--- config.mk ---
export PLATFORM = sky130hd
export DESIGN_NAME = charlieplex_188_led_scanner_flat
export DESIGN_NICKNAME = d
export VERILOG_FILES = /design/src/rtl/cls188_pkg.sv /design/src/rtl/cls188_if.sv /design/src/rtl/charlieplex_188_led_scanner.sv /design/src/flat_wrapper.sv
export SDC_FILE = /design/constraint.sdc
export NUM_CORES = 1
export LEC_CHECK = 0
export BUFFER_PORTS_ARGS = -buffer_cell sky130_fd_sc_hd__buf_4
export CORE_ASPECT_RATIO = 2
export CORE_MARGIN = 2
export CORE_UTILIZATION = 25
export CTS_CLUSTER_DIAMETER = 60
export DETAILED_ROUTE_END_ITERATION = 7
export GPL_ROUTABILITY_DRIVEN = 0
export PLACE_DENSITY = 0.39
export SETUP_SLACK_MARGIN = 0.3
export SYNTH_ARGS = -nofsm -noshare
export SYNTH_HDL_FRONTEND = slang
export SYNTH_SLANG_ARGS = --single-unit
--- constraint.sdc ---
create_clock -name clock -period 9 [get_ports clock]
set_input_delay 0.9 -clock clock [delete_from_list [all_inputs] [get_ports clock]]
set_output_delay 0.9 -clock clock [all_outputs]
set_load 0.01 [all_outputs]
--- src/rtl/cls188_pkg.sv ---
// Package: action codes, segment font and phase decode for the LED scanner.
`default_nettype none

package cls188_pkg;

   // Action codes carried in the request beat
   localparam logic [1:0] ACT_SET_NUMBER  = 2'd0;
   localparam logic [1:0] ACT_SET_CHARGE  = 2'd1;
   localparam logic [1:0] ACT_SET_PERCENT = 2'd2;
   localparam logic [1:0] ACT_SCAN_TICK   = 2'd3;

   // Segment map layout
   localparam int MAP_W          = 18;
   localparam int TENS_LSB       = 7;
   localparam int HUND_B_BIT     = 14;
   localparam int HUND_C_BIT     = 15;
   localparam int CHARGE_BIT     = 16;
   localparam int PERCENT_BIT    = 17;
   localparam logic [7:0] FULL_SCALE = 8'd100;

   // Phase counter range
   localparam logic [2:0] PHASE_LAST = 3'd4;

   typedef logic [MAP_W-1:0] seg_map_type;

   // Seven-segment font, segments a..g in bits 0..6
   function automatic logic [6:0] digit_font(input logic [3:0] digit);
      logic [6:0] seg;
      case (digit)
         4'd0:    seg = 7'h3F;
         4'd1:    seg = 7'h06;
         4'd2:    seg = 7'h5B;
         4'd3:    seg = 7'h4F;
         4'd4:    seg = 7'h66;
         4'd5:    seg = 7'h6D;
         4'd6:    seg = 7'h7D;
         4'd7:    seg = 7'h07;
         4'd8:    seg = 7'h7F;
         4'd9:    seg = 7'h6F;
         default: seg = 7'h00;
      endcase
      return seg;
   endfunction

   // Pins driven in one phase: the phase pin plus the cathodes of its lit segments
   function automatic logic [4:0] phase_enable(input logic [2:0] phase,
                                               input seg_map_type map);
      logic [4:0] en;
      case (phase)
         3'd0:    en = {1'b0, map[4], map[2], map[0], 1'b1};
         3'd1:    en = {map[17], map[15], map[7], 1'b1, map[1]};
         3'd2:    en = {map[16], map[14], 1'b1, map[8], map[3]};
         3'd3:    en = {1'b0, 1'b1, map[9], map[10], map[5]};
         3'd4:    en = {1'b1, map[13], map[12], map[11], map[6]};
         default: en = 5'b0;
      endcase
      return en;
   endfunction

endpackage

`default_nettype wire

--- src/rtl/cls188_if.sv ---
// Interfaces: request and response channels of the LED scanner.
`default_nettype none

interface cls188_req_if;
   logic       valid;
   logic       ready;
   logic [1:0] action;
   logic [7:0] value;
   logic       flag;

   modport source (output valid, output action, output value, output flag, input ready);
   modport sink   (input valid, input action, input value, input flag, output ready);
endinterface

interface cls188_rsp_if;
   logic       valid;
   logic       ready;
   logic [4:0] pin_enable;
   logic [4:0] pin_level;
   logic [2:0] scan_phase;

   modport source (output valid, output pin_enable, output pin_level, output scan_phase,
                   input ready);
   modport sink   (input valid, input pin_enable, input pin_level, input scan_phase,
                   output ready);
endinterface

`default_nettype wire

--- src/rtl/charlieplex_188_led_scanner.sv ---
// Top level: five-pin charlieplexed 188 display scanner.
//
// Request beats either update the segment map (number 0..100, charge icon,
// percent icon) or ask for a scan tick. Each beat is registered in the input
// register and decoded and, for a scan tick, the pin masks of the current
// phase are placed in the response register. One beat is taken every cycle
// while the response side does not stall a scan tick. Write beats give no
// response and never wait on the response side. A held response stalls the
// scan tick sitting in the input register, and with it every beat queued
// behind that tick, until the response is taken.
`default_nettype none

module charlieplex_188_led_scanner
   import cls188_pkg::*;
(
   input  wire logic    clock,
   input  wire logic    reset,
   cls188_req_if.sink   req_ch,
   cls188_rsp_if.source rsp_ch
);

   // Input register
   logic       req_valid_ff, req_valid_in;
   logic [1:0] req_action_ff;
   logic [7:0] req_value_ff;
   logic       req_flag_ff;

   // Display state
   seg_map_type map_ff, map_in;
   logic [2:0]  phase_ff, phase_in;

   // Response register
   logic       rsp_valid_ff, rsp_valid_in;
   logic [4:0] rsp_enable_ff;
   logic [4:0] rsp_level_ff;
   logic [2:0] rsp_phase_ff;

   logic        rsp_free;
   logic        is_scan;
   logic        advance;
   logic [15:0] tens_prod;
   logic [3:0]  tens;
   logic [7:0]  ones_wide;
   logic [3:0]  ones;
   seg_map_type number_map;

   // Handshake: a write beat always drains, a scan tick waits for a free response slot
   assign rsp_free     = !rsp_valid_ff || rsp_ch.ready;
   assign is_scan      = (req_action_ff == ACT_SCAN_TICK);
   assign advance      = req_valid_ff && (!is_scan || rsp_free);
   assign req_ch.ready = !req_valid_ff || advance;
   assign req_valid_in = req_ch.valid ? 1'b1 : (advance ? 1'b0 : req_valid_ff);

   // Split the number into digits: divide by ten through reciprocal 205/2048
   assign tens_prod = {8'd0, req_value_ff} * 16'd205;
   assign tens      = tens_prod[14:11];
   assign ones_wide = req_value_ff - {1'b0, tens, 3'b000} - {3'b000, tens, 1'b0};
   assign ones      = ones_wide[3:0];

   // Build the digit part of the map; icons come from the current map
   always_comb begin
      number_map              = map_ff;
      number_map[HUND_C_BIT]  = 1'b0;
      number_map[HUND_B_BIT]  = 1'b0;
      number_map[TENS_LSB+:7] = 7'h00;
      number_map[6:0]         = 7'h00;
      if (req_value_ff == FULL_SCALE) begin
         number_map[HUND_C_BIT]  = 1'b1;
         number_map[HUND_B_BIT]  = 1'b1;
         number_map[TENS_LSB+:7] = digit_font(4'd0);
         number_map[6:0]         = digit_font(4'd0);
      end else begin
         if (tens != 4'd0) begin
            number_map[TENS_LSB+:7] = digit_font(tens);
         end
         number_map[6:0] = digit_font(ones);
      end
   end

   // Next state of the map and the phase counter
   always_comb begin
      map_in   = map_ff;
      phase_in = phase_ff;
      if (advance) begin
         case (req_action_ff)
            ACT_SET_NUMBER: begin
               if (req_value_ff <= FULL_SCALE) begin
                  map_in = number_map;
               end
            end
            ACT_SET_CHARGE:  map_in[CHARGE_BIT]  = req_flag_ff;
            ACT_SET_PERCENT: map_in[PERCENT_BIT] = req_flag_ff;
            ACT_SCAN_TICK: begin
               phase_in = (phase_ff >= PHASE_LAST) ? 3'd0 : phase_ff + 3'd1;
            end
            default: map_in = map_ff;
         endcase
      end
   end

   // Response slot: load on a scan tick, drop once taken
   assign rsp_valid_in = (advance && is_scan) ? 1'b1 :
                         (rsp_ch.ready ? 1'b0 : rsp_valid_ff);

   // Control registers
   always_ff @(posedge clock) begin
      if (reset) begin
         req_valid_ff <= 1'b0;
         rsp_valid_ff <= 1'b0;
         map_ff       <= '0;
         phase_ff     <= 3'd0;
      end else begin
         req_valid_ff <= req_valid_in;
         rsp_valid_ff <= rsp_valid_in;
         map_ff       <= map_in;
         phase_ff     <= phase_in;
      end
   end

   // Payload registers: capture the request beat, hold the response beat
   always_ff @(posedge clock) begin
      if (req_ch.valid && req_ch.ready) begin
         req_action_ff <= req_ch.action;
         req_value_ff  <= req_ch.value;
         req_flag_ff   <= req_ch.flag;
      end
      if (advance && is_scan) begin
         rsp_enable_ff <= phase_enable(phase_ff, map_ff);
         rsp_level_ff  <= 5'd1 << phase_ff;
         rsp_phase_ff  <= phase_ff;
      end
   end

   assign rsp_ch.valid      = rsp_valid_ff;
   assign rsp_ch.pin_enable = rsp_enable_ff;
   assign rsp_ch.pin_level  = rsp_level_ff;
   assign rsp_ch.scan_phase = rsp_phase_ff;

endmodule

`default_nettype wire

--- src/flat_wrapper.sv ---
// flat-port wrapper written by rule: the top's interface ports become plain ports
module charlieplex_188_led_scanner_flat import cls188_pkg::*;
  (clock, reset, req_ch_valid, req_ch_action, req_ch_value, req_ch_flag, req_ch_ready, rsp_ch_valid, rsp_ch_pin_enable, rsp_ch_pin_level, rsp_ch_scan_phase, rsp_ch_ready);
  cls188_req_if req_ch_i ();
  cls188_rsp_if rsp_ch_i ();
  input  wire logic clock;
  input  wire logic reset;
  input wire logic [$bits(req_ch_i.valid)-1:0] req_ch_valid;
  input wire logic [$bits(req_ch_i.action)-1:0] req_ch_action;
  input wire logic [$bits(req_ch_i.value)-1:0] req_ch_value;
  input wire logic [$bits(req_ch_i.flag)-1:0] req_ch_flag;
  output wire logic [$bits(req_ch_i.ready)-1:0] req_ch_ready;
  output wire logic [$bits(rsp_ch_i.valid)-1:0] rsp_ch_valid;
  output wire logic [$bits(rsp_ch_i.pin_enable)-1:0] rsp_ch_pin_enable;
  output wire logic [$bits(rsp_ch_i.pin_level)-1:0] rsp_ch_pin_level;
  output wire logic [$bits(rsp_ch_i.scan_phase)-1:0] rsp_ch_scan_phase;
  input wire logic [$bits(rsp_ch_i.ready)-1:0] rsp_ch_ready;
  assign req_ch_i.valid = req_ch_valid;
  assign req_ch_i.action = req_ch_action;
  assign req_ch_i.value = req_ch_value;
  assign req_ch_i.flag = req_ch_flag;
  assign req_ch_ready = req_ch_i.ready;
  assign rsp_ch_valid = rsp_ch_i.valid;
  assign rsp_ch_pin_enable = rsp_ch_i.pin_enable;
  assign rsp_ch_pin_level = rsp_ch_i.pin_level;
  assign rsp_ch_scan_phase = rsp_ch_i.scan_phase;
  assign rsp_ch_i.ready = rsp_ch_ready;
  charlieplex_188_led_scanner u_core (.clock(clock), .reset(reset), .req_ch(req_ch_i), .rsp_ch(rsp_ch_i));
endmodule
==> results_dict.tcl <==
set metrics [dict create \
    outcome "complete, no violations" \
    fin_util 0.2956 \
    clock_sinks 46 \
    fp-row-count 60 \
    drt-total-wl_um 8129 \
    groute.usage.overall 0.1186 \
    synth_warnings 0 \
    tns_ps 0 \
    clk_pin_slew_ps 70 \
    diodes 0 \
    root_buffer "clkbuf_16" \
    place_area_um2 3845 \
    synth_top_area_frac 0.2277 \
    seq_area_frac_synth 0.3354 \
    power_frac_clock 0.190 \
    post-cts-setup-buffers 0 \
    p_per_area_nw_per_um2 247.2 \
    p_leak_nw 1.800 \
    cap_violations 0 \
    grt_max_degree 23 \
    layout-drive-gt1-share 0.1300 \
    tightest_slew_ps 967.1 \
    ys_seq_elements 46 \
    register_area_um2 1161 \
    hp-class "flop to flop" \
    peakVddDrop_mv 0.1153 \
    io-pin-count 30 \
    post-route-period-util 0.6847 \
    die_w_um 87.21 \
    path_buf_inv 3 \
    multi_input_area_um2 2085 \
    worst_hold_slack_ps 475.7 \
    cp_max_fo 12 \
    syn_nets 436 \
    synth.avg_cell_area_um2 9.977 \
    crit_chain "ha_1, fa_1, fa_1, inv_1, fa_1, inv_1, ha_1, nand3_1, o22ai_1, o21a_1, nor3_1, a311oi_1, inv_1, ha_1, nand2_1, nand3_1, xnor3_1, mux2i_1, a311oi_1" \
    viasPerCell 4.607 \
    slew-limit-headroom 0.3506 \
    drc_errors 0 \
    switching_share 0.4437 \
    cts_buffers 5 \
    antenna_left 0 \
    synth_top_cell_by_area "ha_1" \
    async_flop_share 0 \
    crit_slowest_cell "xnor3_1" \
    die_h_um 170.4 \
    max_freq_mhz 162.3 \
    first_global_vias 2633 \
    pwr-share-seq 0.236 \
    synth.area.top_cells "ha_1 (23%), edfxtp_1 (21%), dfxtp_1 (13%), fa_1 (6.4%), inv_1 (5.2%)" \
    switchingPower_mw 0.4380 \
    worst_slack_ps 2838 \
    dp_hpwl_um 7046 \
    instances_no_fill 532 \
    synth_area_um2 3462 \
    final_cell_area_um2 3994 \
    clk_path_buf_depth 2 \
    syn_inst 347 \
    synth_cell_type_count 50 \
    yosys_most_used_dff "edfxtp_1" \
    coreArea_um2 13510 \
    worstSetupEndpointType "flop" \
    cts_tree "yes" \
    cpLargestDelayFamily "adder cells" \
    route.detailed.wl_per_inst_um 15.28 \
    clock_latency_ps 290 \
    nFillCells 1428 \
    place_inst 524 \
    p_int_mw 0.5492 \
    port_buffers 29 \
    vias 2451 \
    cts_resized 0 \
    area.growth.synth_to_final_pct 15.36 \
    grt_pass1_wl_um 13330 \
    max_stage_delay_ps 680 \
    total_power_mw 0.9872 \
    rsz0062_at_grt "no" \
    cts_htree_levels 2 \
    min_period_ps 6162 \
    hold_viol 0 \
    fin_nets 465 \
    cts_hold_buffers 0 \
    comb_power_share 0.574 \
    worstSetupPathType "flop to flop" \
    pre_cts_ws_ps 2791 \
    arrival_ps 6310 \
    dr.pass1.iters 4 \
    antenna_found_initial 0 \
    setup_violations 0 \
    synth_edf_count 24 \
    grt-ovfl-total 0 \
    start_util 0.2562 \
    start_kind "flop" \
    fin_skew_ps 9.237 \
    dr.first_iter.drc_count 70 \
    cp.required_ps 9150 \
    drv_slew 0 \
    die_area_um2 14860 \
]
-- synthesized netlist by cell type, types with 3 or more instances --
cell	instances
clkbuf_1	3
o21ai_0	4
a211oi_1	3
a21oi_1	18
xnor2_1	7
nand2_1	18
dfxtp_1	22
edfxtp_1	24
a311oi_1	10
fa_1	11
nor2_1	35
nor3_1	9
a21o_1	3
nand2b_1	7
and2_1	6
inv_1	48
nand3_1	6
ha_1	63
mux2i_1	6
-- tightest hold or removal path: stages (launching register included) --
cell and delay [ps]:
dfxtp_1 320, nand2_1 50, a21oi_1 60
-- kinds of logic after synthesis --
group,synth area share
AND/OR/NAND/NOR,0.1341
adder cells (fa/ha/maj),0.2913
buffers and inverters,0.06252
AO/OA/AOI/OAI,0.1157
flip-flops,0.3354
XOR/XNOR,0.03723
multiplexers,0.02385
-- layer usage --
layer | GRT usage | part of all wire | vias to the layer above
met2 | 0.2542 | 0.64 | 28
met5 | 0 | 0 | -
met1 | 0.1003 | 0.31 | 1152
met3 | 0.01212 | 0.013 | 13
met4 | 0.05485 | 0.030 | 0
li1 | - | - | 1258
-- layout by cell type (no fill, tap or decap), drive strengths merged, types with 2 or more instances in the layout --
cell type / instances
o21ai: 6
edfxtp: 24
buf: 29
a21oi: 19
fa: 11
mux2: 2
a31oi: 2
a222oi: 2
a221o: 2
a311oi: 10
nor2b: 2
or2: 2
o22ai: 2
nand2: 18
nand3b: 2
nor2: 35
nand3: 6
nor3: 9
xnor2: 7
nor4: 2
mux2i: 6
ha: 63
a211oi: 4
a21o: 3
nand2b: 7
and2: 6
xor2: 3
dfxtp: 22
clkbuf: 5
or3: 2
inv: 52
-- final cells by class --
cell class | count | area share
multi-input cells | 244 | 0.5219
flip-flops and latches | 46 | 0.2907
repair buffers | 29 | 0.05451
well taps | 155 | 0.04856
inverters | 50 | 0.04699
clock buffers | 5 | 0.03133
clock inverters | 3 | 0.005952
-- power groups by stage --
stage / Sequential [mW] / Combinational, mW / Clock [mW]
4_1_cts: 0.234 / 0.577 / 0.194
5_1_grt: 0.234 / 0.653 / 0.201
3_5_place_dp: 0.238 / 0.571 / 0
3_3_place_gp: 0.238 / 0.577 / 0
2_1_floorplan: 0.236 / 0.452 / 0
6_report: 0.233 / 0.566 / 0.188
-- final timing paths --
kind                            end  slack (ps)                   start  cells past startpoint
setup reg to reg   u_core.map_ff[3]        2840  u_core.req_value_ff[1]                     19
hold / removal    u_core.map_ff[14]         480       u_core.map_ff[14]                      2
hold reg to reg   u_core.map_ff[14]         480       u_core.map_ff[14]                      2
setup / recovery   u_core.map_ff[3]        2840  u_core.req_value_ff[1]                     19
-- flip-flops by register name, summed over array words and instances, names as in the netlist --
register                  count
u_core.map_ff                17
u_core.phase_ff               3
u_core.req_action_ff          2
u_core.req_flag_ff            1
u_core.req_valid_ff           1
u_core.req_value_ff           8
u_core.rsp_ch.pin_enable      5
u_core.rsp_ch.pin_level       5
u_core.rsp_ch.scan_phase      3
u_core.rsp_ch.valid           1
Note: power is estimated with default switching activity, not from simulation.
